===== src/rtl/core/sta_pkg.sv =====
// ----------------------------------------------------------------------------
// sta_pkg
// Shared widths, operation codes and the command format passed from the
// front end through the command queue to the back end.
// ----------------------------------------------------------------------------
`default_nettype none

package sta_pkg;

  localparam int POS_W      = 10;
  localparam int VAL_W      = 16;
  localparam int FUNC_W     = 2;
  localparam int CFG_W      = 11;
  localparam int K_W        = 4;
  localparam int FIFO_DEPTH = 2;
  localparam int FIFO_PTR_W = $clog2(FIFO_DEPTH);

  typedef enum logic [FUNC_W-1:0] {
    OP_LOAD  = 2'd0,
    OP_BUILD = 2'd1,
    OP_QUERY = 2'd2
  } op_e;

  typedef struct packed {
    op_e              op;
    logic [POS_W-1:0] pos;
    logic [VAL_W-1:0] value;
    logic [POS_W-1:0] lo;
    logic [POS_W-1:0] hi;
    logic             err;
    logic [K_W-1:0]   k;
  } cmd_t;

endpackage

`default_nettype wire


===== src/rtl/core/sta_fifo.sv =====
// ----------------------------------------------------------------------------
// sta_fifo
// Short command queue between the front end and the back end.
// ----------------------------------------------------------------------------
`default_nettype none

module sta_fifo (
  input  logic          clk_i,
  input  logic          rst_ni,
  input  logic          push_i,
  input  sta_pkg::cmd_t cmd_i,
  output logic          full_o,
  input  logic          pop_i,
  output sta_pkg::cmd_t cmd_o,
  output logic          valid_o
);

  import sta_pkg::*;

  cmd_t                  mem_q [FIFO_DEPTH];
  logic [FIFO_PTR_W-1:0] wr_ptr_q, wr_ptr_d;
  logic [FIFO_PTR_W-1:0] rd_ptr_q, rd_ptr_d;
  logic [FIFO_PTR_W:0]   cnt_q, cnt_d;
  logic                  do_push, do_pop;

  assign full_o  = cnt_q == (FIFO_PTR_W+1)'(FIFO_DEPTH);
  assign valid_o = cnt_q != '0;
  assign cmd_o   = mem_q[rd_ptr_q];
  assign do_push = push_i && !full_o;
  assign do_pop  = pop_i && valid_o;

  always_comb begin
    wr_ptr_d = do_push ? wr_ptr_q + FIFO_PTR_W'(1) : wr_ptr_q;
    rd_ptr_d = do_pop ? rd_ptr_q + FIFO_PTR_W'(1) : rd_ptr_q;
    cnt_d    = cnt_q + (FIFO_PTR_W+1)'(do_push) - (FIFO_PTR_W+1)'(do_pop);
  end

  always_ff @(posedge clk_i or negedge rst_ni) begin
    if (!rst_ni) begin
      wr_ptr_q <= '0;
      rd_ptr_q <= '0;
      cnt_q    <= '0;
    end else begin
      wr_ptr_q <= wr_ptr_d;
      rd_ptr_q <= rd_ptr_d;
      cnt_q    <= cnt_d;
    end
  end

  always_ff @(posedge clk_i) begin
    if (do_push) begin
      mem_q[wr_ptr_q] <= cmd_i;
    end
  end

endmodule

`default_nettype wire


===== config.mk =====
export PLATFORM = sky130hd
export DESIGN_NAME = sta_fifo
export DESIGN_NICKNAME = d
export VERILOG_FILES = /design/src/rtl/core/sta_pkg.sv /design/src/rtl/core/sta_fifo.sv
export SDC_FILE = /design/constraint.sdc
export NUM_CORES = 1
export LEC_CHECK = 0
export BUFFER_PORTS_ARGS = -buffer_cell sky130_fd_sc_hd__buf_2
export CAP_MARGIN = 10
export CELL_PAD_IN_SITES_DETAIL_PLACEMENT = 1
export CELL_PAD_IN_SITES_GLOBAL_PLACEMENT = 1
export CORE_ASPECT_RATIO = 0.9
export CORE_MARGIN = 5
export CORE_UTILIZATION = 40
export CTS_CLUSTER_SIZE = 30
export DETAILED_ROUTE_END_ITERATION = 10
export PLACE_DENSITY = 0.73
export SYNTH_ARGS = -nofsm -noshare
export SYNTH_HDL_FRONTEND = slang
export SYNTH_SLANG_ARGS = --single-unit

===== constraint.sdc =====
create_clock -name clk_i -period 3.17 [get_ports clk_i]
set_input_delay 0.317 -clock clk_i [delete_from_list [all_inputs] [get_ports clk_i]]
set_output_delay 0.317 -clock clk_i [all_outputs]
set_load 0.05 [all_outputs]

Yosys cells after proc, flatten, opt, wreduce, memory -nomap -nowiden
Memory sizes are Yosys's and may differ from the RTL's.
Index checks and enable logic that the tools add are counted.
W data, S select, Z words.

cells by class
  add/sub/neg operators = 4
  equal/unequal tests = 1
  mux-type cells = 2
  reduce and logical (&&, ||, !) cells = 4

operators by type and width
  kind                   count
  $add A1 B1 Y1 const B  2
  $add A2 B1 Y2          1
  $eq A2 B2 Y1 const B   1
  $logic_and A1 B1 Y1    2
  $mux W1                2
  $reduce_bool A2 Y1     1
  $sub A2 B1 Y2          1
  $logic_not A1 Y1       1

word-level totals
  register bits = 4
  bits in writable memories = 106
  output and inout port bits = 55
  memories kept = 1

memories
  memory  words  bits a word  read ports  clocked after memory_dff  wr ports  line            RTL
  mem_q   2      53           1           0                         1         sta_fifo.sv:20  cmd_t mem_q [FIFO_DEPTH];

Longest topological paths before layout
Gate-level depths: netlist of the first run.

  depth after elaboration = 5
  mapped depth = 7
  mapped depth without buffers = 7

Least setup slack after synthesis of the first run
OpenSTA, ideal clock, no wires.

  path kind = register to register
  start point = register cnt_q[1]
  end point = memory mem_q[0][0] (netlist bit), enable pin
  library setup time = 0.464 ns
  arrival time = 2.811 ns
  setup slack = -0.105 ns
  cell stages (with the launch flop) = 4
  buffers on the path = 0
  cell sequence = dfrtp_1 -> nand2b_1 -> nand2_1 -> nor2_1

between the ends
  longest elaborated chain between the ends = 5

ends and longest elaborated chain
  item                           line            RTL
  from (decl)                    sta_fifo.sv:23  logic [FIFO_PTR_W:0] cnt_q, cnt_d;
  from (signal assigned)         sta_fifo.sv:46  cnt_q <= cnt_d;
  $eq A2 B2 Y1                   sta_fifo.sv:26  assign full_o = cnt_q == (FIFO_PTR_W+1)'(FIFO_DEPTH);
  $logic_not A1 Y1               sta_fifo.sv:29  assign do_push = push_i && !full_o;
  $logic_and A1 B1 Y1            sta_fifo.sv:29
  $mux W1                        sta_fifo.sv:51  if (do_push) begin
  $mux W1 (not written as such)  sta_fifo.sv:52  mem_q[wr_ptr_q] <= cmd_i;
  to (decl)                      sta_fifo.sv:20

Every way passes these cells.

==> results by group, run 1 <==
Status
  – Status: completed

Detailed routing
  – Avg Vias per Cell: about 4.7
  – Wire per inst: 17.8 µm
  – Met2 wire length: between 3000 and 4000 µm
  – DRC: 0
  – Final WL: 7750 µm
  – Met1 wire length: 3140 µm
  – Antenna-violating nets left: 0
  – Initial DRC count: 71
  – DRT Pass-1 Iters: 4
  – Routed length on met3: 626 µm
  – Highest Signal Layer: met5
  – Routed via count: 2,039

Clock tree
  – CTS sink count: 110
  – CTS resizes: 0
  – TritonCTS clock tree: yes
  – Clk root buf: clkbuf_16
  – H-Tree Depth: 3
  – Clock Tree Buf Depth: 2
  – Clock-pin slew on the worst setup and hold paths: 0.06 ns
  – Num CTS Buffers: 9
  – Clk_lat worst skew: 0.33 ns

Floorplanning
  – Core box area: between 10,000 and 15,000 µm²
  – Top-level port count: between 100 and 150
  – Initial Utilization: 0.414
  – Die Ht: roughly 110 µm
  – Core Rows: 35
  – Die X: 119 µm
  – Die area: about 13,000 µm²

Synth
  – Yosys reg bits: 110
  – Synth Area in XOR/XNOR: 0.00819
  – Main combinational cell family by area after synthesis: multiplexers
  – Post-synth top area share: 0.744
  – Synth Area in Simple Gates: 0.00819
  – Area leader, netlist: edfxtp_1
  – Multiplexer share of the synthesized area: 0.183
  – Mapped Nets: 242
  – Unique masters post-synth: 16
  – Average size of a mapped cell: between 20 and 25 µm²
  – Post-synthesis compound-gate area fraction: 0
  – Ys Warns: 0
  – Post-Syn Area: roughly 4300 µm²
  – Cells after Synth: 183
  – Post-Synth Adder-Cell Area: 0.00585
  – Top post-synthesis cells by area: edfxtp_1 74%, mux2_4 17%, buf_12 2.3%, dfrtp_1 2.3%, mux2_2 1.1%
  – Post-synthesis sequential area ratio: 0.767

GRT
  – Vias in the first global route: around 2,300
  – Initial antenna violation count: 1
  – Tot GR Track Use: 0.122
  – Global-route wire length before repair: 12,000 µm
  – GRT Residual Overflow: 0
  – Pin count of the biggest net entering global routing: 34

STA
  – Setup TNS Final: 0 ns
  – Clock Skews: approximately 0.0043 ns
  – Slew @ Worst Pin: roughly 0.71 ns
  – RSZ-0062 raised after global routing: false
  – Final min period: roughly 2.3 ns
  – Final number of setup-violating endpoints: 0
  – Endpoints failing hold: 0
  – Final period utilization: 0.721
  – Slew headroom: 0.523
  – Fmax achieved: 437 MHz
  – Final Max Slew Viols: 0

Power
  – Leakage power: about 2.1 nW
  – Reg power frac: 0.381
  – Pwr dens: 1090 nW/µm²
  – Comb power frac: 0.443
  – Internal power: 3.36 mW
  – Power Total: 5.68 mW
  – Clk network pwr share: 0.176
  – Switching part of the total: 0.409
  – NetSw: roughly 2.3 mW
  – Peak supply drop: about 0.42 mV

Run
  – Max_cap viols: 0

Critical path
  – Required time of the critical path: 2.85 ns
  – Crit path max fanout: 31
  – Worst setup path class: flop to primary output
  – Setup crit end kind: primary output
  – Arr. time, crit path: 1.97 ns
  – Startpoint types: flop
  – Worst flop-to-flop path startpoint: cnt_q[1]$_DFF_PN0_
  – Worst Setup SP: rd_ptr_q$_DFFE_PN0P_

Cells and area
  – Util after Layout: 0.506
  – Layout cells sized above 1: 0.603
  – Area Growth Syn to Fin: 22.3%
  – Antenna cells: 0
  – Final instance area: about 5200 µm²
  – Layout Nets: approximately 360

Placed design
  – Placed instance area: 4960 µm²
  – Post-DP HPWL: 5530 µm
  – Port-buffer cells: between 100 and 150
  – GP Congestion: 0.683

Hold path
  – Min-Delay Startpoint: cmd_i[19]
  – Hold WC Path Type: primary input to flop
==> repair_timing <==
item,in CTS,in global routing
buffers inserted,0,0
endpoints found under the hold margin,4,0
hold buffers,1,0
==> critical path: stages (launching register included) <==
cell and delay [ns]:
dfrtp_4 0.71, buf_12 0.31, mux2_2 0.36, buf_2 0.21
==> registers in the layout, indices dropped and copies added (netlist names) <==
name / count
mem_q: 106
cnt_q: 2
rd_ptr_q: 1
wr_ptr_q: 1
==> power by group through the flow <==
stage / registers (mW) / clock network, mW / logic (mW)
2_1_floorplan: 2.10 / 0 / 2.25
3_3_place_gp: 2.18 / 0 / 2.55
3_5_place_dp: 2.21 / 0 / 2.56
4_1_cts: 2.18 / 1.04 / 2.56
5_1_grt: 2.20 / 1.11 / 2.64
6_report: 2.17 / 0.998 / 2.52
==> cells by family (layout without fill, tap and decap cells) <==
family        after synthesis  in the layout
xor+xnor                    4              4
mux                        53             53
buf+inv                     8            132
fa+ha+maj                   2              2
simple gates                6              6
flops                     110            110
==> cells in the final DEF, fill, tap and decap left out, types with 2 or more instances in the layout <==
cell	n
buf_12	3
buf_2	111
clkbuf_16	9
clkinvlp_4	3
dfrtp_1	3
edfxtp_1	106
ha_1	2
inv_1	2
mux2_2	4
mux2_4	49
xnor2_1	3
==> final timing paths <==
path / depth (start not counted) / endpoint / slack (ns)
max reg2reg: 4 / mem_q[0][2]$_DFFE_PP_ / 1.30
min reg2reg: 1 / cnt_q[1]$_DFF_PN0_ / 0.51
min: 1 / mem_q[1][19]$_DFFE_PP_ / 0.17
max in group asynchronous: 2 / rd_ptr_q$_DFFE_PN0P_ / 2.72
min in group asynchronous: 2 / cnt_q[0]$_DFF_PN0_ / 0.31
max: 3 / cmd_o[42] / 0.88
==> per-layer routing <==
metal	track usage	vias up
met3	0.0492	8
li1	-	953
met2	0.208	79
met5	0	-
met1	0.144	997
met4	0.0298	2
==> area by class of cell <==
class	instances	area, µm²
clock buffer	10	229
clock inverter	5	36.3
fill	976	5100
inverter	2	7.51
multi-input combinational	65	885
sequential	110	3290
tap	129	161
timing repair buffer	115	626
==> through the flow <==
step	setup slack, ns	hold slack (ns)	std cells
6_report	0.884	0.174	436
2_1_floorplan	0.778	0.0214	183
3_3_place_gp	1.23	0.127	420
3_5_place_dp	1.21	0.128	420
5_1_grt	0.791	0.153	436
4_1_cts	0.848	0.158	436
==> synthesized netlist by cell type <==
cell type / count
or2_1: 1
and2_4: 1
and3_1: 1
nand2b_1: 1
nor2_1: 1
buf_12: 5
mux2_4: 49
mux2_2: 4
xnor2_1: 3
dfrtp_1: 4
nand2_1: 1
buf_6: 1
edfxtp_1: 106
inv_1: 2
xor2_1: 1
ha_1: 2
(Power assumes the default switching activity.)
==> inputs of run 2 (changes only) <==
Clock period 3.17 ns to 2 ns, I/O delays scaled along.
==> results by group, run 2 (synthesis results as in run 1) <==
Detailed routing
  – Initial DRC count: 59 (-17%)
  – DRT Pass-1 Iters: 4 (unchanged)
  – Met1 wire length: 3130 µm (-0.38%)
  – Final WL: 7780 µm (+0.31%)
  – Wire per inst: 17.5 µm (-1.7%)
  – Highest Signal Layer: met4
  – Avg Vias per Cell: 4.70 (+0.48%)
  – Met2 wire length: 4020 µm (+2.3%)
  – Antenna-violating nets left: 0 (unchanged)
  – Routed length on met3: 587 µm (-6.2%)
  – Routed via count: 2,091 (+2.6%)
  – DRC: 0 (unchanged)

Cells and area
  – Storage cell area: 3290 µm² (unchanged)
  – Most common cell after layout, fill and taps aside: buf_2
  – Max reg flops: 106 (unchanged)
  – Antenna cells: 0 (unchanged)
  – Top flop regs: mem_q x106, cnt_q x2
  – Fillcell total: 973 (-0.31%)
  – Area Growth Syn to Fin: 24.4%
  – Layout cells sized above 1: 0.614 (+0.0113)
  – Most frequent cells in the layout: 111 x buf_2, 106 x edfxtp_1, 49 x mux2_4, 9 x clkbuf_16, 7 x buf_4
  – Largest register by flop count: mem_q
  – Area of the multi-input gates: 885 µm² (unchanged)
  – Layout Nets: 370 (+2.2%)

STA
  – Fmax achieved: between 500 and 600 MHz
  – Clock Skews: 0.00707 ns (+0.00278 ns)
  – Final min period: 1.84 ns
  – Slew headroom: 0.811 (+0.288)
  – Setup TNS Final: 0 ns (unchanged)
  – Endpoints failing hold: 0 (unchanged)
  – Hold slack: 0.0458 ns (-0.128 ns)
  – Final Max Slew Viols: 0 (unchanged)
  – Final period utilization: 0.920
  – RSZ-0062 raised after global routing: false
  – Slew @ Worst Pin: 0.286 ns (-0.428 ns)
  – Final number of setup-violating endpoints: 0 (unchanged)
  – Setup ws final: 0.160 ns (-0.725 ns)

Clock tree
  – Num CTS Buffers: 9 (unchanged)
  – TritonCTS clock tree: yes
  – Clock-pin slew on the worst setup and hold paths: 0.07 ns (about the same)
  – Clk root buf: clkbuf_16
  – CTS resizes: 0 (unchanged)
  – Clock Tree Buf Depth: 2 (unchanged)
  – CTS sink count: 110 (unchanged)
  – Clk_lat worst skew: 0.34 ns (about the same)
  – H-Tree Depth: 3 (unchanged)

Critical path
  – Slowest-stage cell, CP: dfrtp_4
  – CP Buf/Inv Count: 2 (unchanged)
  – Crit path max fanout: 18 (-42%)
  – Worst path max stage delay: 0.52 ns (-0.19 ns)
  – Setup crit end kind: primary output
  – Startpoint types: flop
  – Capture point of the worst reg-to-reg path: cnt_q[1]$_DFF_PN0_
  – Arr. time, crit path: 1.64 ns (-0.33 ns)
  – Worst setup path class: flop to primary output
  – Reg2Reg Depth: 7 (+3)
  – CP delay by family, top: flip-flops
  – Reg2Reg Setup Slack: 0.25 ns (-1.05 ns)
  – Required time of the critical path: 1.80 ns (-1.05 ns)
  – Worst flop-to-flop path startpoint: cnt_q[1]$_DFF_PN0_
  – Critical path cell sequence: buf_12 > mux2_2 > buf_2

GRT
  – Initial antenna violation count: 0 (-1)
  – GRT Residual Overflow: 0 (unchanged)
  – Global-route wire length before repair: 12,100 µm (+0.63%)
  – Pin count of the biggest net entering global routing: 44 (+29%)
  – Tot GR Track Use: 0.123 (+0.00179)
  – Vias in the first global route: 2,429 (+7.7%)

Floorplanning
  – Top-level port count: 112 (unchanged)
  – Die Ht: 108 µm (unchanged)
  – Die X: 119 µm (unchanged)
  – Core Rows: 35 (unchanged)
  – Core box area: 10,300 µm² (unchanged)
  – Initial Utilization: 0.414 (unchanged)
  – Die area: 12,900 µm² (unchanged)

Placed design
  – GP Congestion: 0.674 (-1.3%)
  – Post-DP HPWL: 5460 µm (-1.3%)
  – Port-buffer cells: 111 (unchanged)
  – Post-place setup slack: 0.266 ns (-0.946 ns)

Hold path
  – Hold endpoint: mem_q[0][40]$_DFFE_PP_
  – Min-Delay Startpoint: cmd_i[40]
  – Hold path cells: 1 (unchanged)
  – Hold WC Path Type: primary input to flop

Status
  – Status: completed

Power
  – Leakage power: 2.16 nW (+3.1%)
  – Pwr dens: 1740 nW/µm² (+60%)
  – Peak supply drop: 0.985 mV (+130%)

Run
  – Max_cap viols: 0 (unchanged)
run 2: per-stage QoR:
step	cells	instance area (µm²)	power (mW)	util
detailed placement	424	5000	7.64	0.484
floorplan	183	4290	6.88	-
finish	445	5320	9.25	0.515
CTS	441	5290	9.36	0.512
global route	445	5320	9.69	0.515
global placement	424	5000	7.58	0.484
run 2: metal layers:
layer | GRT usage | vias up
met5 | 0 | -
met2 | 0.217 | 76
li1 | - | 970
met3 | 0.0560 | 5
met4 | 0.0248 | 0
met1 | 0.140 | 1040
run 2: how the worst max path moves through the flow:
stage / from / to / slack, ns / depth (start not counted)
finish: rd_ptr_q$_DFFE_PN0P_ / cmd_o[42] / 0.16 / 3
global route: rd_ptr_q$_DFFE_PN0P_ / cmd_o[41] / 0.09 / 3
CTS: rd_ptr_q$_DFFE_PN0P_ / cmd_o[42] / 0.008 / 3
detailed placement: cnt_q[1]$_DFF_PN0_ / cnt_q[1]$_DFF_PN0_ / 0.27 / 7
global placement: cnt_q[1]$_DFF_PN0_ / cnt_q[1]$_DFF_PN0_ / 0.37 / 7
floorplan: cnt_q[1]$_DFF_PN0_ / cnt_q[1]$_DFF_PN0_ / 0.12 / 7
run 2: where the power goes:
part           total [mW]  leakage [nW]  internal (mW)  switching (mW)
clock network        1.68         0.141          0.872           0.806
logic                4.23         0.988           1.44            2.80
registers            3.34          1.03           3.16           0.182
total                9.25          2.16           5.47            3.79
run 2: cell type report:
type | instances | share of cell area
inverter | 2 | 0.00141
clock inverter | 6 | 0.0101
clock buffer | 10 | 0.0430
tap | 129 | 0.0303
timing repair buffer | 123 | 0.131
sequential | 110 | 0.618
multi-input combinational | 65 | 0.166
run 2: what timing repair did:
item | CTS | global route
hold buffers | 1 | 0
hold endpoints to repair | 4 | 0
setup buffers | 0 | 4
endpoints found under the setup margin | 0 | 25
