### config.mk
export PLATFORM = sky130hd
export DESIGN_NAME = sta_front
export DESIGN_NICKNAME = d
export VERILOG_FILES = /design/src/rtl/core/sta_pkg.sv /design/src/rtl/core/sta_front.sv
export SDC_FILE = /design/constraint.sdc
export NUM_CORES = 1
export LEC_CHECK = 0
export ABC_AREA = 0
export BUFFER_PORTS_ARGS = -buffer_cell sky130_fd_sc_hd__buf_4
export CORE_MARGIN = 2
export CORE_UTILIZATION = 42
export CTS_CLUSTER_DIAMETER = 60
export DETAILED_ROUTE_END_ITERATION = 7
export GPL_TIMING_DRIVEN = 0
export PLACE_DENSITY = 0.78
export SLEW_MARGIN = 5
export SYNTH_ARGS = -nofsm -noshare
export SYNTH_HDL_FRONTEND = slang
export SYNTH_SLANG_ARGS = --single-unit
### constraint.sdc
create_clock -name clk_i -period 7.6 [get_ports clk_i]
set_input_delay 1.9 -clock clk_i [delete_from_list [all_inputs] [get_ports clk_i]]
set_output_delay 1.9 -clock clk_i [all_outputs]
set_load 0.02 [all_outputs]
### src/rtl/core/sta_pkg.sv
// ----------------------------------------------------------------------------
// sta_pkg
// Shared widths, operation codes and the command format passed from the
// front end through the command queue to the back end.
// ----------------------------------------------------------------------------
`default_nettype none

package sta_pkg;

  localparam int POS_W      = 10;
  localparam int VAL_W      = 16;
  localparam int FUNC_W     = 2;
  localparam int CFG_W      = 11;
  localparam int K_W        = 4;
  localparam int FIFO_DEPTH = 2;
  localparam int FIFO_PTR_W = $clog2(FIFO_DEPTH);

  typedef enum logic [FUNC_W-1:0] {
    OP_LOAD  = 2'd0,
    OP_BUILD = 2'd1,
    OP_QUERY = 2'd2
  } op_e;

  typedef struct packed {
    op_e              op;
    logic [POS_W-1:0] pos;
    logic [VAL_W-1:0] value;
    logic [POS_W-1:0] lo;
    logic [POS_W-1:0] hi;
    logic             err;
    logic [K_W-1:0]   k;
  } cmd_t;

endpackage

`default_nettype wire

### src/rtl/core/sta_front.sv
// ----------------------------------------------------------------------------
// sta_front
// Input front end: accepts transactions, orders the query range, checks it,
// picks the table level and queues a command. Owns the element count
// register and the table-built flag.
// ----------------------------------------------------------------------------
`default_nettype none

module sta_front #(
  parameter int  MAX_ELEMENTS = 1024,
  parameter int  LEVELS       = 11,
  localparam int CNT_W        = $clog2(MAX_ELEMENTS + 1)
) (
  input  logic                      clk_i,
  input  logic                      rst_ni,
  input  logic                      in_valid_i,
  output logic                      in_ready_o,
  input  logic [sta_pkg::FUNC_W-1:0] func_i,
  input  logic [sta_pkg::POS_W-1:0]  position_i,
  input  logic [sta_pkg::VAL_W-1:0]  value_i,
  input  logic [sta_pkg::POS_W-1:0]  left_pos_i,
  input  logic [sta_pkg::POS_W-1:0]  right_pos_i,
  input  logic                      cfg_valid_i,
  output logic                      cfg_ready_o,
  input  logic [sta_pkg::CFG_W-1:0]  cfg_element_count_i,
  input  logic                      fifo_full_i,
  output logic                      push_o,
  output sta_pkg::cmd_t             cmd_o,
  output logic [CNT_W-1:0]          count_o
);

  import sta_pkg::*;

  localparam int RST_COUNT = (MAX_ELEMENTS < 1024) ? MAX_ELEMENTS : 1024;

  logic             built_q, built_d;
  logic [CNT_W-1:0] count_q, count_d;
  logic             accept;
  logic             cfg_write;
  logic             keep;
  logic [POS_W-1:0] lo, hi;
  logic [POS_W:0]   len;
  logic [K_W-1:0]   k;
  cmd_t             cmd;

  assign in_ready_o  = !fifo_full_i;
  assign cfg_ready_o = 1'b1;
  assign accept      = in_valid_i && in_ready_o;
  assign cfg_write   = cfg_valid_i && cfg_ready_o;

  always_comb begin
    lo  = (left_pos_i > right_pos_i) ? right_pos_i : left_pos_i;
    hi  = (left_pos_i > right_pos_i) ? left_pos_i : right_pos_i;
    len = {1'b0, hi} - {1'b0, lo} + (POS_W+1)'(1);
    k   = '0;
    for (int b = 0; b <= POS_W; b++) begin
      if (len[b]) begin
        k = K_W'(b);
      end
    end
    if (32'(k) > LEVELS - 1) begin
      k = K_W'(LEVELS - 1);
    end

    cmd.op    = OP_QUERY;
    cmd.pos   = position_i;
    cmd.value = value_i;
    cmd.lo    = lo;
    cmd.hi    = hi;
    cmd.k     = k;
    cmd.err   = !built_q || (32'(hi) >= 32'(count_q)) || (32'(hi) >= MAX_ELEMENTS);

    case (func_i)
      OP_LOAD: begin
        cmd.op = OP_LOAD;
        keep   = 32'(position_i) < MAX_ELEMENTS;
      end
      OP_BUILD: begin
        cmd.op = OP_BUILD;
        keep   = 1'b1;
      end
      OP_QUERY: begin
        cmd.op = OP_QUERY;
        keep   = 1'b1;
      end
      default: begin
        keep = 1'b0;
      end
    endcase
  end

  always_comb begin
    built_d = built_q;
    count_d = count_q;
    if (cfg_write) begin
      built_d = 1'b0;
      if (32'(cfg_element_count_i) > MAX_ELEMENTS) begin
        count_d = CNT_W'(MAX_ELEMENTS);
      end else begin
        count_d = CNT_W'(cfg_element_count_i);
      end
    end else if (accept && keep) begin
      if (cmd.op == OP_LOAD) begin
        built_d = 1'b0;
      end else if (cmd.op == OP_BUILD) begin
        built_d = 1'b1;
      end
    end
  end

  always_ff @(posedge clk_i or negedge rst_ni) begin
    if (!rst_ni) begin
      built_q <= 1'b0;
      count_q <= CNT_W'(RST_COUNT);
    end else begin
      built_q <= built_d;
      count_q <= count_d;
    end
  end

  assign push_o  = accept && keep;
  assign cmd_o   = cmd;
  assign count_o = count_q;

endmodule

`default_nettype wire

## Word level (Yosys, flattened, before mapping)

Index checks and enable logic that the tools add are counted.

| operators by class | value |
|---|---|
| shift operators | 0 |
| magnitude comparators | 4 |
| $add $sub $neg | 2 |
| multiplexer cells | 20 |
| multipliers | 0 |
| divide/modulo/power cells | 0 |
| bitwise gates (word level) | 0 |
| reduce and logical (&&, ||, !) cells | 11 |
| eq/ne operators | 3 |

Operator list:

| cell | number |
|---|---|
| $mux 4 | 7 |
| $mux 10 | 2 |
| $add 11x1->11 const B | 1 |
| $ge 10x11->1 | 1 |
| $gt 11x11->1 const B | 1 |
| $mux 11 | 1 |
| $sub 10x10->11 | 1 |
| $gt 10x10->1 | 1 |
| $mux 1 | 6 |
| $eq 2x1->1 const B | 2 |
| $gt 4x4->1 const B | 1 |
| $logic_not 2->1 | 2 |
| $mux 2 | 2 |
| $pmux 2 s2 | 1 |
| $mux 3 | 1 |
| $reduce_bool 3->1 | 1 |
| $reduce_or 3->1 | 1 |
| $eq 2x2->1 const B | 1 |
| $logic_and 1x1->1 | 2 |
| $logic_not 1->1 | 2 |
| $reduce_and 2->1 | 1 |
| $reduce_bool 2->1 | 1 |
| $logic_or 1x1->1 | 1 |

| word-level totals | value |
|---|---|
| RAM bits | 0 |
| memories | 0 |
| input port bits | 64 |
| output and inout port bits | 67 |
| flip-flop bits (word level) | 12 |
| bits in read-only memories | 0 |
| bits in latches | 0 |

## Logic depth before layout (Yosys ltp)

Gate-level depths: netlist of the first run.

| logic depth | value |
|---|---|
| depth in word-level cells | 16 |
| depth in mapped cells | 17 |
| mapped depth without buffers | 16 |

## Worst setup path after synthesis of the first run

No wires, ideal clock.

| timing | value |
|---|---|
| path type | input-to-output |
| from | in right_pos_i[5] (netlist name) |
| to | out cmd_o[0] (netlist name) |
| slack | 0.480 ns |
| required time | 5.700 ns |
| buffers on the path | 2 |
| arrival time | 5.220 ns |
| stages on the path | 17 |
| cell sequence | inv_1 > ha_1 > a41o_1 > a21oi_1 > o2111ai_2 > and2_1 > buf_2 > buf_4 > nor2_1 > a21oi_1 > fa_1 > a211o_1 > a211o_1 > a31o_1 > a21oi_2 > xor2_1 > a2bb2oi_1 |

RTL lines:

| element | RTL line | source |
|---|---|---|
| from (decl) | sta_front.sv:22 | `input logic [sta_pkg::POS_W-1:0] right_pos_i,` |
| to (decl) | sta_front.sv:28 | `output sta_pkg::cmd_t cmd_o,` |

==> metrics.yaml, run 1 <==
run_status:
  status: "completed"
layout:
  final_common_cell: "buf_4"
  layout-drive-gt1-share: 0.4378
  final_cell_mix: "buf_4 (136), o21ai_0 (40), nand2_1 (33)"
  num_antenna_cells: 0
  n_fill_cell: 461
  area_growth_syn_to_layout_pct: 49.36
  final_util: 0.6409
  nets: 497
sta:
  slew_violations: 0
  finalCritPeriodShare: 0.9853
  fin_hold_ws_ns: 0.5623
  fmax_mhz: 133.5
  setup_violations: 0
  fin_skew_ns: 0
  min_period_ns: 7.488
  hold_violations: 0
  fin_setup_tns_ns: 0
drt:
  detail-route-antenna-nets: 0
  drt_wl_total_mm: 6.458
  drcViolationCount: 0
  via_count: 2505
  dr.pass1.iters: 4
  wl_per_cell_um: 13.68
  viasPerCell: 5.307
  drt_iter0_markers: 111
die:
  die_area_um2: 5706
  core_um2: 5010
  die_y_um: 75.54
  placementRows: 26
  ios: 131
  start_util: 0.4291
  die_w_um: 75.54
setup_path:
  startpoint_type: "primary input"
  critical_path_arrival_ns: 5.59
  cp_max_fo: 10
  critPathCaptureType: "output pin"
  required_ns: 5.70
  worstSetupPathType: "primary input to output pin"
power_and_ir_drop:
  power_density_nw_per_um2: 142.9
  comb_power_share: 0.711
  peakVddDrop_mv: 0.1000
  p_int_uw: 254.8
  p_seq_frac: 0.158
  finalPower_uw: 458.9
  p_sw_frac: 0.4446
  power.leakage_nw: 1.598
  switching_power_uw: 204.0
  clockPowerShare: 0.132
logic_synthesis:
  ys_types: 56
  ys_seq_area_frac: 0.1403
  synth_nets: 385
  synth_top_area_share: 0.1688
  syn_area_um2: 2150
  synth_top_area_cell: "ha_1"
  ys_seq_elements: 12
  yosysWarnings: 0
  avgSynthCellArea_um2: 7.387
  synthTopCellsByArea: "ha_1 (17%), dfrtp_1 (13%), buf_4 (9.8%), o21ai_0 (9.3%), nand2_1 (5.9%)"
  synth_edf_count: 0
  synth_ff_type: "dfrtp_1"
  synthArstFlopShare: 1.000
  synth_cells: 291
cts:
  worst_skew_pair.late_latency_ns: 0.24
  clk_path_buf_depth: 2
  cts_hold_buf: 0
  clk_root_buffer_cell: "clkbuf_8"
  path_clk_slew_ns: 0.05
  cts-buffers-inserted: 3
  cts_tree: "built"
  htree_num_levels: 1
  cts.sinks: 12
placed_design:
  dp_hpwl_mm: 5.254
  place_congestion: 0.8764
  portBuffers: 103
global_routing:
  grt_pass1_vias: 2234
  grt-ovfl-total: 0
  grt_max_degree: 13
  grt_pass1_wl_mm: 9.894
  grt_use_total: 0.2174
  antenna_found_initial: 0
hold_path:
  hold_path.class: "flop to flop"
flow_run:
  maxCapViolations: 0
-- area by class of cell --
| type | instances | area, um2 | area share |
|---|---|---|---|
| Inverter | 26 | 101.3 | 0.03157 |
| Multi-Input combinational cell | 218 | 1619 | 0.5043 |
| Buffer | 35 | 252.7 | 0.07872 |
| Tap cell | 70 | 87.58 | 0.02728 |
| Clock buffer | 4 | 45.04 | 0.01403 |
| Timing Repair Buffer | 107 | 803.3 | 0.2502 |
| Sequential cell | 12 | 301.5 | 0.09392 |
-- per-layer routing --
| metal | global-route usage | up-vias | routed length, um |
|---|---|---|---|
| li1 | - | 1241 | - |
| met5 | 0 | - | 0 |
| met3 | 0.03175 | 15 | 450 |
| met1 | 0.2924 | 1143 | 2806 |
| met2 | 0.3691 | 106 | 3077 |
| met4 | 0.04873 | 0 | 123 |
-- sequential cells by signal, summed over array words and instances (netlist names) --
| signal | cells |
|---|---|
| count_o | 11 |
| built_q | 1 |
-- through the flow --
step,cell area [um2],std cells,worst slack (ns)
floorplan,2150,291,0.4798
global placement,3010,464,0.1416
detailed placement,3010,464,0.05259
global route,3211,472,-0.03568
CTS,3055,468,0.05219
finish,3211,472,0.1120
-- worst max-delay path: stages --
cell and delay (ns):
buf_4 0.11, inv_1 0.15, ha_4 0.25, a41o_1 0.24
a21oi_2 0.14, o2111ai_2 0.20, and2_1 0.19, buf_4 0.16
buf_8 0.14, nor2_1 0.12, a21oi_2 0.09, fa_2 0.37
a211o_1 0.32, a211o_1 0.37, a311oi_2 0.29, a211oi_1 0.08
o311a_2 0.17, o2bb2ai_1 0.13, buf_4 0.16
-- Yosys cell counts, drive strengths merged (2+ instances only) --
| cell | n |
|---|---|
| a31o | 3 |
| nand2b | 3 |
| ha | 29 |
| buf | 31 |
| and2 | 2 |
| o31ai | 2 |
| nor4 | 2 |
| nand3b | 8 |
| and3 | 3 |
| or3 | 6 |
| or2b | 2 |
| a21oi | 10 |
| or4 | 2 |
| a311oi | 2 |
| clkbuf | 4 |
| o21ai | 45 |
| dfrtp | 11 |
| nand4 | 4 |
| and2b | 2 |
| a211oi | 3 |
| nor2b | 3 |
| nand2 | 34 |
| inv | 26 |
| nor2 | 9 |
| nand3 | 9 |
| a211o | 5 |
| nor3 | 3 |
| or2 | 3 |
| xor2 | 2 |
| o21a | 4 |
| a21o | 2 |
-- what timing repair did --
action	4_1_cts	5_1_grt
buffers inserted	0	4
endpoints found under the setup margin	0	4
gates resized for setup	0	25
-- logic make-up (layout without fill, tap and decap cells) --
group | count (synthesis) | count (layout) | synth area share
and+or+nand+nor | 96 | 96 | 0.2363
other | 1 | 1 | 0.001745
adders and majority gates | 30 | 30 | 0.1781
muxes | 1 | 1 | 0.005238
DFF | 12 | 12 | 0.1403
buffers and inverters | 61 | 172 | 0.1572
AOI/OAI and AO/OA | 87 | 87 | 0.2689
xor gates and xnor gates | 3 | 3 | 0.01223
-- path summary, 6_finish.rpt --
path | from | end | slack (ns) | depth (start not counted)
max | right_pos_i[5] | cmd_o[1] | 0.11 | 19
min | built_q$_DFFE_PN0P_ | built_q$_DFFE_PN0P_ | 0.56 | 2
max reg2reg | count_o[10]$_DFFE_PN1P_ | count_o[10]$_DFFE_PN1P_ | 6.86 | 1
min reg2reg | built_q$_DFFE_PN0P_ | built_q$_DFFE_PN0P_ | 0.56 | 2
max in group asynchronous | rst_ni | count_o[10]$_DFFE_PN1P_ | 5.88 | 1
min in group asynchronous | rst_ni | count_o[2]$_DFFE_PN0P_ | 1.48 | 1
-- power groups by stage --
| stage | Combinational, mW | Sequential [mW] | Clock (mW) |
|---|---|---|---|
| 6_report | 0.326 | 0.0724 | 0.0604 |
| 4_1_cts | 0.307 | 0.0724 | 0.0615 |
| 2_1_floorplan | 0.194 | 0.0790 | 0 |
| 3_5_place_dp | 0.305 | 0.0734 | 0 |
| 5_1_grt | 0.357 | 0.0728 | 0.0640 |
| 3_3_place_gp | 0.299 | 0.0732 | 0 |
Power figures use the tool's default switching activity.
==> run 2: changes to the inputs <==
Settings changed: CORE_MARGIN 2 to 4.
==> metrics.yaml, run 2 (synthesized netlist as in run 1, its figures left out) <==
placed_design:
  portBuffers: 103
  dp.cells: 461
  place_congestion: 0.8848
  dp_hpwl_mm: 5.532
  dpl_worst_slack_ns: 0.08504
sta:
  fin_setup_tns_ns: 0
  setup_violations: 0
  fin_ws_ns: 0.1929
  min_period_ns: 7.407
  finalCritPeriodShare: 0.9746
  fmax_mhz: 135.0
  fin_skew_ns: 0
  slew_violations: 0
  hold_violations: 0
setup_path:
  cp_slowest_cell: "a211o_1"
  crit_buf_inv: 3
  rr_worst_depth: 1
  critical_path_arrival_ns: 5.51
  critPathCaptureType: "output pin"
  required_ns: 5.70
  slowest_delay_ns: 0.36
  cp.depth: 18
  crit_top_cell: "a211o_1"
  cp_top_family: "compound AO/OA/AOI/OAI gates"
  worstPathCellList: "buf_4 > clkinvlp_4 > ha_4 > nand4_1 > a211o_1 > o2111ai_2 > nand2_2 > nand2_1 > o21ai_0 > ha_2 > fa_2 > a211o_1 > a211o_1 > a311oi_2 > a211oi_1 > o311a_2 > o2bb2ai_1 > buf_4"
  worstSetupPathType: "primary input to output pin"
  r2r_start: "count_o[10]$_DFFE_PN1P_"
  startpoint: "right_pos_i[9]"
  cp_max_fo: 5
  startpoint_type: "primary input"
layout:
  stdcell_count: 469
  final_util: 0.6570
  layout-drive-gt1-share: 0.4279
  n_fill_cell: 452
  final_cell_mix: "buf_4 (134), o21ai_0 (40), nand2_1 (33)"
  num_antenna_cells: 0
  largest_reg_flops: 11
  area_growth_syn_to_layout_pct: 48.20
  nets: 497
  multiInputGateArea_um2: 1594
  final_common_cell: "buf_4"
  regArea_um2: 301.5
cts:
  worst_skew_pair.late_latency_ns: 0.24
  cts_hold_buf: 0
  cts-buffers-inserted: 3
  cts.sinks: 12
  htree_num_levels: 1
  cts_tree: "built"
  clk_root_buffer_cell: "clkbuf_8"
  clk_path_buf_depth: 2
  path_clk_slew_ns: 0.05
power_and_ir_drop:
  p_int_uw: 253.0
  peakVddDrop_mv: 0.09626
  p_sw_frac: 0.4431
  finalPower_uw: 454.3
  power_density_nw_per_um2: 142.6
  clockPowerShare: 0.132
  p_seq_frac: 0.159
  power.leakage_nw: 1.600
  switching_power_uw: 201.3
  comb_power_share: 0.708
die:
  ios: 131
  placementRows: 25
  die_y_um: 79.54
  start_util: 0.4434
  core_um2: 4848
  die_w_um: 79.54
  die_area_um2: 6327
drt:
  viasPerCell: 5.341
  drcViolationCount: 0
  drt_wl_total_mm: 6.523
  wl_per_cell_um: 13.91
  via_count: 2505
  detail-route-antenna-nets: 0
  dr.pass1.iters: 4
  drt_iter0_markers: 123
hold_path:
  hold_path_depth: 2
  worst_hold_startpoint: "count_o[0]$_DFFE_PN0P_"
  hold_path.class: "flop to flop"
global_routing:
  grt-ovfl-total: 0
  antenna_found_initial: 0
  grt_max_degree: 13
  grt_use_total: 0.2013
  grt_pass1_wl_mm: 10.53
  grt_pass1_vias: 2459
flow_run:
  maxCapViolations: 0
run_status:
  status: "completed"
[run 2: final timing paths]
check / to / slack [ns]
setup / recovery: cmd_o[1] / 0.19
hold / removal: count_o[0]$_DFFE_PN0P_ / 0.56
setup reg to reg: count_o[10]$_DFFE_PN1P_ / 6.86
hold reg to reg: count_o[0]$_DFFE_PN0P_ / 0.56
max in group asynchronous: count_o[10]$_DFFE_PN1P_ / 5.88
min in group asynchronous: count_o[6]$_DFFE_PN0P_ / 1.49
[run 2: power groups by stage]
stage               registers, mW  clock network [mW]  logic, mW
floorplan                  0.0790                   0      0.194
global placement           0.0733                   0      0.300
detailed placement         0.0733                   0      0.307
CTS                        0.0724              0.0608      0.308
global route               0.0731              0.0651      0.354
finish                     0.0724              0.0602      0.322
[run 2: worst min-delay path, stage by stage, from the launching register on]
cell	delay (ns)
dfrtp_1	0.40
inv_1	0.06
o21ai_0	0.06
[run 2: layout make-up]
class | count | area share
multi-input cells | 218 | 0.5004
repair buffers | 107 | 0.2522
flip-flops and latches | 12 | 0.09466
plain buffers | 35 | 0.08052
inverters | 26 | 0.03181
well taps | 67 | 0.02632
clock buffers | 4 | 0.01414
[run 2: metrics by stage]
step / hold WS, ns / instance area [um2]
floorplan: 0.5181 / 2150
global placement: 0.5543 / 3007
detailed placement: 0.5505 / 3007
CTS: 0.5586 / 3052
global route: 0.5806 / 3186
finish: 0.5574 / 3186
[run 2: timing repair]
action | CTS | global route
setup buffers | 0 | 4
gates resized for setup | 0 | 20
setup endpoints to repair | 0 | 4
[run 2: layer usage]
layer / GRT usage / routed length (um)
met5: 0 / 0
met2: 0.3472 / 3087
met1: 0.2610 / 2833
met4: 0.03952 / 73
met3: 0.03725 / 529
==> run 3: changes to the inputs <==
Settings changed: PLACE_DENSITY 0.78 to not set, PLACE_DENSITY_LB_ADDON set to 0.2.
==> metrics.yaml, run 3 (synthesized netlist as in run 1, its figures left out) <==
run_status:
  status: "completed"
power_and_ir_drop:
  p_seq_frac: 0.156
  power_density_nw_per_um2: 146.4
  p_int_uw: 259.6
  switching_power_uw: 205.6
  peakVddDrop_mv: 0.1042
  p_sw_frac: 0.4420
  finalPower_uw: 465.3
  power.leakage_nw: 1.591
  clockPowerShare: 0.153
  comb_power_share: 0.692
flow_run:
  maxCapViolations: 0
placed_design:
  dp_hpwl_mm: 5.439
  dpl_worst_slack_ns: 0.07038
  portBuffers: 103
  dp.cells: 461
  postPlaceCellArea_um2: 3007
  place_congestion: 0.8963
sta:
  hold_violations: 0
  fin_setup_tns_ns: 0
  fin_hold_ws_ns: 0.5634
  fin_ws_ns: 0.1649
  finalCritPeriodShare: 0.9783
  fin_skew_ns: 0
  setup_violations: 0
  slew_violations: 0
  fmax_mhz: 134.5
  min_period_ns: 7.435
layout:
  nets: 494
  final_common_cell: "buf_4"
  largest_reg_flops: 11
  num_antenna_cells: 0
  final_cell_mix: "buf_4 (131), o21ai_0 (40), nand2_1 (33)"
  final_util: 0.6555
  stdcell_count: 466
  final_area_um2: 3178
  layout-drive-gt1-share: 0.4361
  area_growth_syn_to_layout_pct: 47.85
setup_path:
  required_ns: 5.70
  critPathCaptureType: "output pin"
  regToRegSetupSlack_ns: 6.86
  critical_path_arrival_ns: 5.54
  rr_worst_depth: 1
  worstSetupPathType: "primary input to output pin"
  startpoint_type: "primary input"
  r2r_end: "count_o[10]$_DFFE_PN1P_"
  cp_max_fo: 10
  r2r_start: "count_o[10]$_DFFE_PN1P_"
  startpoint: "left_pos_i[9]"
  crit_end: "cmd_o[0]"
drt:
  via_count: 2465
  dr.pass1.iters: 4
  viasPerCell: 5.290
  wl_per_cell_um: 14.26
  detail-route-antenna-nets: 0
  drt_wl_total_mm: 6.646
  drcViolationCount: 0
  drt_iter0_markers: 143
die:
  ios: 131
  die_area_um2: 6327
  core_um2: 4848
  start_util: 0.4434
  die_y_um: 79.54
  placementRows: 25
  die_w_um: 79.54
global_routing:
  antenna_found_initial: 0
  grt_use_total: 0.1973
  grt_pass1_vias: 2383
  grt-ovfl-total: 0
  grt_max_degree: 13
  grt_pass1_wl_mm: 10.41
cts:
  cts-buffers-inserted: 3
  clk_path_buf_depth: 2
  cts_tree: "built"
  htree_num_levels: 1
  clk_root_buffer_cell: "clkbuf_8"
  worst_skew_pair.late_latency_ns: 0.25
  path_clk_slew_ns: 0.06
  cts.sinks: 12
hold_path:
  hold_path.class: "flop to flop"
## run 3: cell types whose count changed in the layout (fill, tap and decap cells not counted), sizes merged
cell	previous run	this run
buf	137	134
clkinvlp	1	0
inv	25	26
## run 3: how the worst min path moves through the flow
stage | from | end | slack, ns | cells past startpoint
global route | built_q$_DFFE_PN0P_ | built_q$_DFFE_PN0P_ | 0.60 | 2
detailed placement | count_o[0]$_DFFE_PN0P_ | count_o[0]$_DFFE_PN0P_ | 0.56 | 2
finish | count_o[0]$_DFFE_PN0P_ | count_o[0]$_DFFE_PN0P_ | 0.56 | 2
global placement | count_o[0]$_DFFE_PN0P_ | count_o[0]$_DFFE_PN0P_ | 0.55 | 2
CTS | count_o[0]$_DFFE_PN0P_ | count_o[0]$_DFFE_PN0P_ | 0.56 | 2
floorplan | built_q$_DFFE_PN0P_ | built_q$_DFFE_PN0P_ | 0.52 | 2
## run 3: routing by layer
layer	part of all wire	global-route usage	vias up
li1	-	-	1227
met1	0.42	0.2574	1119
met2	0.47	0.3356	110
met3	0.099	0.04176	9
met4	0.011	0.03608	0
met5	0	0	-
## run 3: area by class of cell
class	count	area (um2)
plain buffers	35	246.5
clock buffers	4	55.05
fillers	450	1670
inverters	26	97.59
multi-input cells	218	1613
flip-flops and latches	12	301.5
well taps	67	83.83
repair buffers	104	780.7
## run 3: power groups by stage
stage	sequential [mW]	clock, mW	combinational, mW
after floorplan	0.0790	0	0.194
after global placement	0.0733	0	0.300
after detailed placement	0.0734	0	0.305
after CTS	0.0723	0.0720	0.307
after global routing	0.0730	0.0758	0.353
final	0.0724	0.0711	0.322
## run 3: timing repair
item	CTS	global route
hold buffers	0	0
setup endpoints to repair	0	4
buffers inserted	0	1
resized for setup	0	20
## run 3: worst max-delay path: stages
cell and delay, ns:
buf_4 0.13, ha_1 0.32, nand4_1 0.21, a211o_1 0.30
o2111ai_2 0.12, and2_1 0.16, clkbuf_4 0.18, buf_6 0.16
nor2_1 0.06, a21oi_2 0.20, ha_1 0.29, a211oi_2 0.31
o31ai_2 0.15, a221o_1 0.35, a21oi_2 0.18, o21a_2 0.19
a2bb2oi_1 0.16, buf_4 0.16
